--- src/hdl/spti_pkg.sv ---
// Shared types and constants for the sorted point table interpolator.
// No dependencies.
package spti_pkg;

  localparam int unsigned CapacityDef = 64;
  localparam int unsigned DivSteps    = 32;

  localparam logic KindInsert = 1'b0;
  localparam logic KindQuery  = 1'b1;

  localparam logic [1:0] StOk    = 2'd0;
  localparam logic [1:0] StNew   = 2'd1;
  localparam logic [1:0] StFull  = 2'd2;
  localparam logic [1:0] StEmpty = 2'd3;

  typedef struct packed {
    logic               kind;
    logic signed [31:0] x_value;
    logic signed [31:0] y_value;
  } spti_in_t;

  typedef struct packed {
    logic signed [31:0] y_result;
    logic [1:0]         status;
  } spti_out_t;

  // what a cell hands to its right neighbor
  typedef struct packed {
    logic               valid;
    logic               le;
    logic signed [31:0] x;
    logic signed [31:0] y;
  } spti_link_t;

  // masked per-cell contribution to the query reduction
  typedef struct packed {
    logic               bracket;
    logic signed [31:0] x1;
    logic signed [31:0] x2;
    logic signed [31:0] y1;
    logic signed [31:0] y2;
    logic signed [31:0] ylast;
  } spti_hit_t;

endpackage

--- src/hdl/spti_cell.sv ---
// One table slot: holds a point, shifts right on sorted insert.
// Depends on spti_pkg.
module spti_cell (
  input  logic                clk,
  input  logic                ins_en,
  input  logic                match_any,
  input  logic signed [31:0]  key_x,
  input  logic signed [31:0]  key_y,
  input  logic                valid_i,
  input  logic                next_valid,
  input  spti_pkg::spti_link_t prev,
  output spti_pkg::spti_link_t link_o,
  output logic                eq_o,
  output spti_pkg::spti_hit_t hit_o
);
  import spti_pkg::*;

  logic signed [31:0] x_r, y_r;
  logic               le, gt_left, self_gt, ins_ok, brk, last;

  assign le      = valid_i & (key_x <= x_r);
  assign eq_o    = valid_i & (key_x == x_r);
  assign link_o  = '{valid: valid_i, le: le, x: x_r, y: y_r};
  assign gt_left = prev.valid & prev.le;
  assign self_gt = !valid_i | (key_x < x_r);
  assign ins_ok  = valid_i | prev.valid;
  assign brk     = prev.valid & !prev.le & le;
  assign last    = valid_i & !next_valid;

  assign hit_o = '{bracket: brk,
                   x1: brk ? prev.x : 32'sd0,
                   x2: brk ? x_r    : 32'sd0,
                   y1: brk ? prev.y : 32'sd0,
                   y2: brk ? y_r    : 32'sd0,
                   ylast: last ? y_r : 32'sd0};

  always_ff @(posedge clk) begin
    if (ins_en) begin
      if (match_any) begin
        if (eq_o) begin
          y_r <= key_y;
        end
      end else if (ins_ok) begin
        if (gt_left) begin
          x_r <= prev.x;
          y_r <= prev.y;
        end else if (self_gt) begin
          x_r <= key_x;
          y_r <= key_y;
        end
      end
    end
  end

endmodule

--- config.mk ---
export PLATFORM = sky130hd
export DESIGN_NAME = spti_cell
export DESIGN_NICKNAME = d
export VERILOG_FILES = /design/src/hdl/spti_pkg.sv /design/src/hdl/spti_cell.sv
export SDC_FILE = /design/constraint.sdc
export NUM_CORES = 1
export LEC_CHECK = 0
export ABC_AREA = 1
export BUFFER_PORTS_ARGS = -buffer_cell sky130_fd_sc_hd__buf_2
export CORE_AREA = 2 2 142 144
export CTS_CLUSTER_SIZE = 12
export DETAILED_ROUTE_END_ITERATION = 10
export DIE_AREA = 0 0 144 146
export PLACE_DENSITY_LB_ADDON = 0.15
export SYNTH_ARGS = -nofsm -noshare
export SYNTH_HDL_FRONTEND = slang
export SYNTH_SLANG_ARGS = --single-unit
--- constraint.sdc ---
create_clock -name clk -period 3 [get_ports clk]
set_input_delay 0.15 -clock clk [delete_from_list [all_inputs] [get_ports clk]]
set_output_delay 0.15 -clock clk [all_outputs]
set_load 0.01 [all_outputs]
==> impl_results.html <==
<table>
<tr><th>Metric</th><th>Value</th></tr>
<tr><th colspan="2">Worst setup path</th></tr>
<tr><td>Buffers and inverters on the worst path</td><td>4</td></tr>
<tr><td>Kind of end point of the critical path</td><td>output port</td></tr>
<tr><td>Required time reported for the critical path endpoint</td><td>2.85 ns</td></tr>
<tr><td>Classification of the worst setup path</td><td>reg2out</td></tr>
<tr><td>Source of the worst register-to-register timing path</td><td>x_r[19]</td></tr>
<tr><td>Maximum fanout encountered on the critical timing path</td><td>16</td></tr>
<tr><td>Top delay family on crit path</td><td>simple AND/OR/NAND/NOR gates</td></tr>
<tr><td>Cell type of the slowest stage on the worst timing path</td><td>edfxtp_1</td></tr>
<tr><td>Longest individual stage delay on the worst path</td><td>0.38 ns</td></tr>
<tr><td>Terminus of the critical flop-to-flop path</td><td>x_r[29]</td></tr>
<tr><td>Data arrival at the endpoint of the critical path</td><td>2.67 ns</td></tr>
<tr><td>Element type at the critical path start</td><td>flop</td></tr>
<tr><td>R2R setup slack</td><td>0.46 ns</td></tr>
<tr><td>Cell type with the highest occurrence count on the critical path</td><td>nand2_1</td></tr>
<tr><td>Critical path cell sequence</td><td>inv_1 &gt; ha_1 &gt; a21oi_1 &gt; nand2_1 &gt; nand2_1 &gt; nand2_1 &gt; a21oi_2 &gt; nand3_2 &gt; nand3_4 &gt; nand3_4 &gt; buf_12 &gt; buf_12 &gt; nor2_1 &gt; buf_2</td></tr>
<tr><td>Depth of the worst register-to-register path</td><td>13</td></tr>
<tr><th colspan="2">Yosys</th></tr>
<tr><td>Number of enable flip-flop cells after synthesis</td><td>64</td></tr>
<tr><td>Main flop type after synthesis</td><td>edfxtp_1</td></tr>
<tr><td>Area fraction in compound gates after synthesis</td><td>7.99%</td></tr>
<tr><td>Total standard cell area after synthesis</td><td>5570 um2</td></tr>
<tr><td>Area share of the leading cell type in the synthesized netlist</td><td>34.5%</td></tr>
<tr><td>Simple-gate area share of the yosys netlist</td><td>34.5%</td></tr>
<tr><td>Proportion of synthesized area in mux cells</td><td>0%</td></tr>
<tr><td>Number of standard cells after synthesis</td><td>653</td></tr>
<tr><td>Async set-reset flop share out of synthesis</td><td>0%</td></tr>
<tr><td>Largest family of logic cells by synthesized area</td><td>simple AND/OR/NAND/NOR gates</td></tr>
<tr><td>YS warnings</td><td>0</td></tr>
<tr><td>Post-synthesis xor/xnor area fraction</td><td>0%</td></tr>
<tr><td>Nets in the synthesized netlist</td><td>820</td></tr>
<tr><td>Top post-synthesis cells by count</td><td>inv_1, nand2_1, nor2_4</td></tr>
<tr><td>Register area share after synthesis</td><td>34.5%</td></tr>
<tr><td>Area leader, netlist</td><td>edfxtp_1</td></tr>
<tr><td>Main area contributors after synthesis</td><td>edfxtp_1, nor2_4, inv_1</td></tr>
<tr><td>Count leader, synth</td><td>inv_1</td></tr>
<tr><td>Syn Area/Cell</td><td>8.53 um2</td></tr>
<tr><td>Adder and majority cell fraction of the synthesized area</td><td>7.18%</td></tr>
<tr><td>Register bit total from synthesis</td><td>64</td></tr>
<tr><td>Count of cell types in the netlist</td><td>28</td></tr>
<tr><th colspan="2">STA</th></tr>
<tr><td>Final-layout setup total negative slack</td><td>0 ns</td></tr>
<tr><td>Setup-failing EPs final</td><td>0</td></tr>
<tr><td>Final worst slack</td><td>0.183 ns</td></tr>
<tr><td>Worst Max-Slew Pin Slew</td><td>0.992 ns</td></tr>
<tr><td>Number of hold-slack violations in the final timing report</td><td>0</td></tr>
<tr><td>Maximum operating frequency</td><td>355 MHz</td></tr>
<tr><td>Period Utilization, post-route</td><td>93.9%</td></tr>
<tr><td>Max-slew violation total from the final report</td><td>0</td></tr>
<tr><td>Worst-case clock skew</td><td>0.00831 ns</td></tr>
<tr><td>Headroom to the max-slew limit</td><td>33.7%</td></tr>
<tr><td>Time the worst path needs with I/O delays and setup</td><td>2.82 ns</td></tr>
<tr><th colspan="2">Pwr</th></tr>
<tr><td>Fraction of power consumed by combinational cells</td><td>23.1%</td></tr>
<tr><td>Peak supply drop</td><td>0.000278 V</td></tr>
<tr><td>Clock Power Share</td><td>39.3%</td></tr>
<tr><td>Power density normalized to cell area</td><td>351 nW/um2</td></tr>
<tr><td>Reported net switching power</td><td>0.000799 W</td></tr>
<tr><td>Leakage power figure</td><td>4.46 nW</td></tr>
<tr><td>Internal Power</td><td>0.00202 W</td></tr>
<tr><td>Portion of total power attributed to sequential cells</td><td>37.6%</td></tr>
<tr><td>Switching Share</td><td>28.3%</td></tr>
<tr><th colspan="2">Hold path</th></tr>
<tr><td>Launch instance of the worst min-delay path</td><td>key_y[28]</td></tr>
<tr><td>Hold path cells</td><td>3</td></tr>
<tr><td>Worst hold-check path type</td><td>in2reg</td></tr>
<tr><td>Worst min-delay path endpoint</td><td>y_r[28]</td></tr>
<tr><th colspan="2">Layout</th></tr>
<tr><td>Fraction of the core area covered by cells at the end of the flow</td><td>41.5%</td></tr>
<tr><td>Share of final-layout standard cells stronger than drive strength 1</td><td>51.5%</td></tr>
<tr><td># fillers</td><td>2072</td></tr>
<tr><td>Final Net Count</td><td>1188</td></tr>
<tr><td>Area occupied by multi-input gates</td><td>2780 um2</td></tr>
<tr><td>FF/Latch Area</td><td>1920 um2</td></tr>
<tr><td>Finished Layout Cells</td><td>1291</td></tr>
<tr><td>Diodes inserted</td><td>0</td></tr>
<tr><td>Area added between synthesis and finish</td><td>44.1%</td></tr>
<tr><th colspan="2">Drt</th></tr>
<tr><td>Routed wire per std cell</td><td>13.5 um</td></tr>
<tr><td>Average vias per placed instance</td><td>4.01</td></tr>
<tr><td>Count of unresolved DRC violations after routing</td><td>0</td></tr>
<tr><td>Remaining antenna violation count after routing</td><td>0</td></tr>
<tr><td>DRT Wirelength</td><td>17400 um</td></tr>
<tr><td>Via Count</td><td>5174</td></tr>
<tr><td>First-pass DRT Iterations</td><td>4</td></tr>
<tr><td>Initial DRC Count</td><td>132</td></tr>
<tr><th colspan="2">Run status</th></tr>
<tr><td>Status</td><td>completed</td></tr>
<tr><th colspan="2">Placement</th></tr>
<tr><td>Total half-perimeter wirelength after legalization and detailed placement</td><td>14400 um</td></tr>
<tr><td>Worst slack at placement</td><td>0.459 ns</td></tr>
<tr><td>Instance count after placement with tap cells included</td><td>1259</td></tr>
<tr><td>PortBufs</td><td>362</td></tr>
<tr><td>Final RePlAce weighted congestion</td><td>0.759</td></tr>
<tr><th colspan="2">CTS</th></tr>
<tr><td>Buffer levels on the longest clock path</td><td>2</td></tr>
<tr><td>Clock tree root buffer cell</td><td>clkbuf_16</td></tr>
<tr><td>Clock-pin slew reported for the worst setup and hold paths after clock tree synthesis</td><td>0.06 ns</td></tr>
<tr><td>Number of levels in the clock H-tree</td><td>3</td></tr>
<tr><td>Clock tree from TritonCTS</td><td>done</td></tr>
<tr><td>CTS sink cnt</td><td>64</td></tr>
<tr><td>Clock latency reported for the late side of the worst-skew pair</td><td>0.33 ns</td></tr>
<tr><td>Inserted Clock Buffers</td><td>9</td></tr>
<tr><th colspan="2">Die</th></tr>
<tr><td>Core box area</td><td>19300 um2</td></tr>
<tr><td>Standard-cell rows</td><td>51</td></tr>
<tr><td>Die Area</td><td>21000 um2</td></tr>
<tr><td>Vertical die dimension</td><td>146 um</td></tr>
<tr><td>IO Count</td><td>363</td></tr>
<tr><td>Starting utilization of the core area</td><td>28.8%</td></tr>
<tr><td>Chip Width</td><td>144 um</td></tr>
<tr><th colspan="2">GRT</th></tr>
<tr><td>First-pass GRT wire length</td><td>25800 um</td></tr>
<tr><td>Largest net degree at the start of global routing</td><td>65</td></tr>
<tr><td>Number of global-route vias before repair</td><td>4970</td></tr>
<tr><td>Grt total ovfl</td><td>0</td></tr>
<tr><td>Number of antenna violations at the first check in global routing</td><td>0</td></tr>
<tr><td>GRT Total Usage</td><td>15.9%</td></tr>
<tr><th colspan="2">Run</th></tr>
<tr><td>Number of maximum-capacitance constraint violations</td><td>0</td></tr>
</table>
[stage by stage]
step / hold slack (ns) / cell area [um2] / power [W]
finish: 0.0956 / 8030 / 0.00282
global route: 0.0891 / 8030 / 0.00298
CTS: 0.0775 / 7900 / 0.00285
detailed placement: 0.434 / 7600 / 0.00173
global placement: 0.428 / 7600 / 0.00172
floorplan: 0.341 / 5570 / 0.00147
[sequential cells by signal, indices dropped and copies added (netlist names)]
signal	flops
y_r	32
x_r	32
[worst min-delay path: stages]
cell,delay [ns]
buf_2,0.07
nand2_1,0.04
o21ai_0,0.06
[cell usage in the layout, fill, tap and decap left out]
cell type,n
nand4_1,2
nand2_4,1
a31oi_1,1
nor3_1,2
clkinv_1,3
a21o_1,1
and3_1,1
a21oi_1,12
bufinv_16,2
edfxtp_1,64
nand2_2,6
buf_2,362
buf_4,20
ha_1,32
a21oi_2,3
nand3_2,1
nor2_1,69
nand2_1,99
clkbuf_1,2
o21a_1,3
nand3_1,5
clkbuf_16,9
nor2_2,1
nand3_4,2
o21ai_0,65
buf_12,9
nor2_4,101
o21ai_1,1
inv_2,10
or2_2,1
inv_1,136
[routing by layer]
layer | up-vias | global-route usage, % | routed length [um]
li1 | 2736 | - | -
met1 | 2190 | 16.8 | 6550
met2 | 230 | 29.8 | 9020
met3 | 18 | 5.50 | 1590
met4 | 0 | 3.87 | 239
met5 | - | 0 | 0
[worst max path at each step]
| stage | from | to | slack [ns] | depth (start not counted) |
|---|---|---|---|---|
| 3_3_place_gp | x_r[23] | hit_o[63] | 0.48 | 13 |
| 3_5_place_dp | x_r[23] | hit_o[54] | 0.46 | 14 |
| 6_report | x_r[19] | hit_o[54] | 0.18 | 14 |
| 2_1_floorplan | x_r[23] | y_r[0] | 0.40 | 10 |
| 4_1_cts | x_r[3] | hit_o[54] | 0.08 | 19 |
| 5_1_grt | x_r[5] | hit_o[63] | -0.006 | 16 |
[cell type report]
class | count | area share, %
sequential | 64 | 23.9
clock inverter | 5 | 0.888
multi-input combinational | 409 | 34.6
inverter | 146 | 6.83
tap | 265 | 4.13
timing repair buffer | 391 | 26.7
clock buffer | 11 | 2.90
[power groups by stage]
| stage | registers (W) | logic, W | clock network [W] |
|---|---|---|---|
| after floorplan | 0.00110 | 0.000376 | 0 |
| after global placement | 0.00108 | 0.000645 | 0 |
| after detailed placement | 0.00108 | 0.000646 | 0 |
| after CTS | 0.00106 | 0.000650 | 0.00114 |
| after global routing | 0.00107 | 0.000732 | 0.00118 |
| final | 0.00106 | 0.000651 | 0.00111 |
[cell families (layout without fill, tap and decap cells)]
group	after synthesis	after routing
AOI/OAI and AO/OA	86	86
adders and majority gates	32	32
buffers and inverters	180	553
DFF	64	64
and+or+nand+nor	291	291
[timing repair]
action,CTS,global route
resized for setup,0,13
hold buffers,0,0
setup endpoints to repair,0,70
buffers inserted,0,16
(Power assumes the default switching activity.)
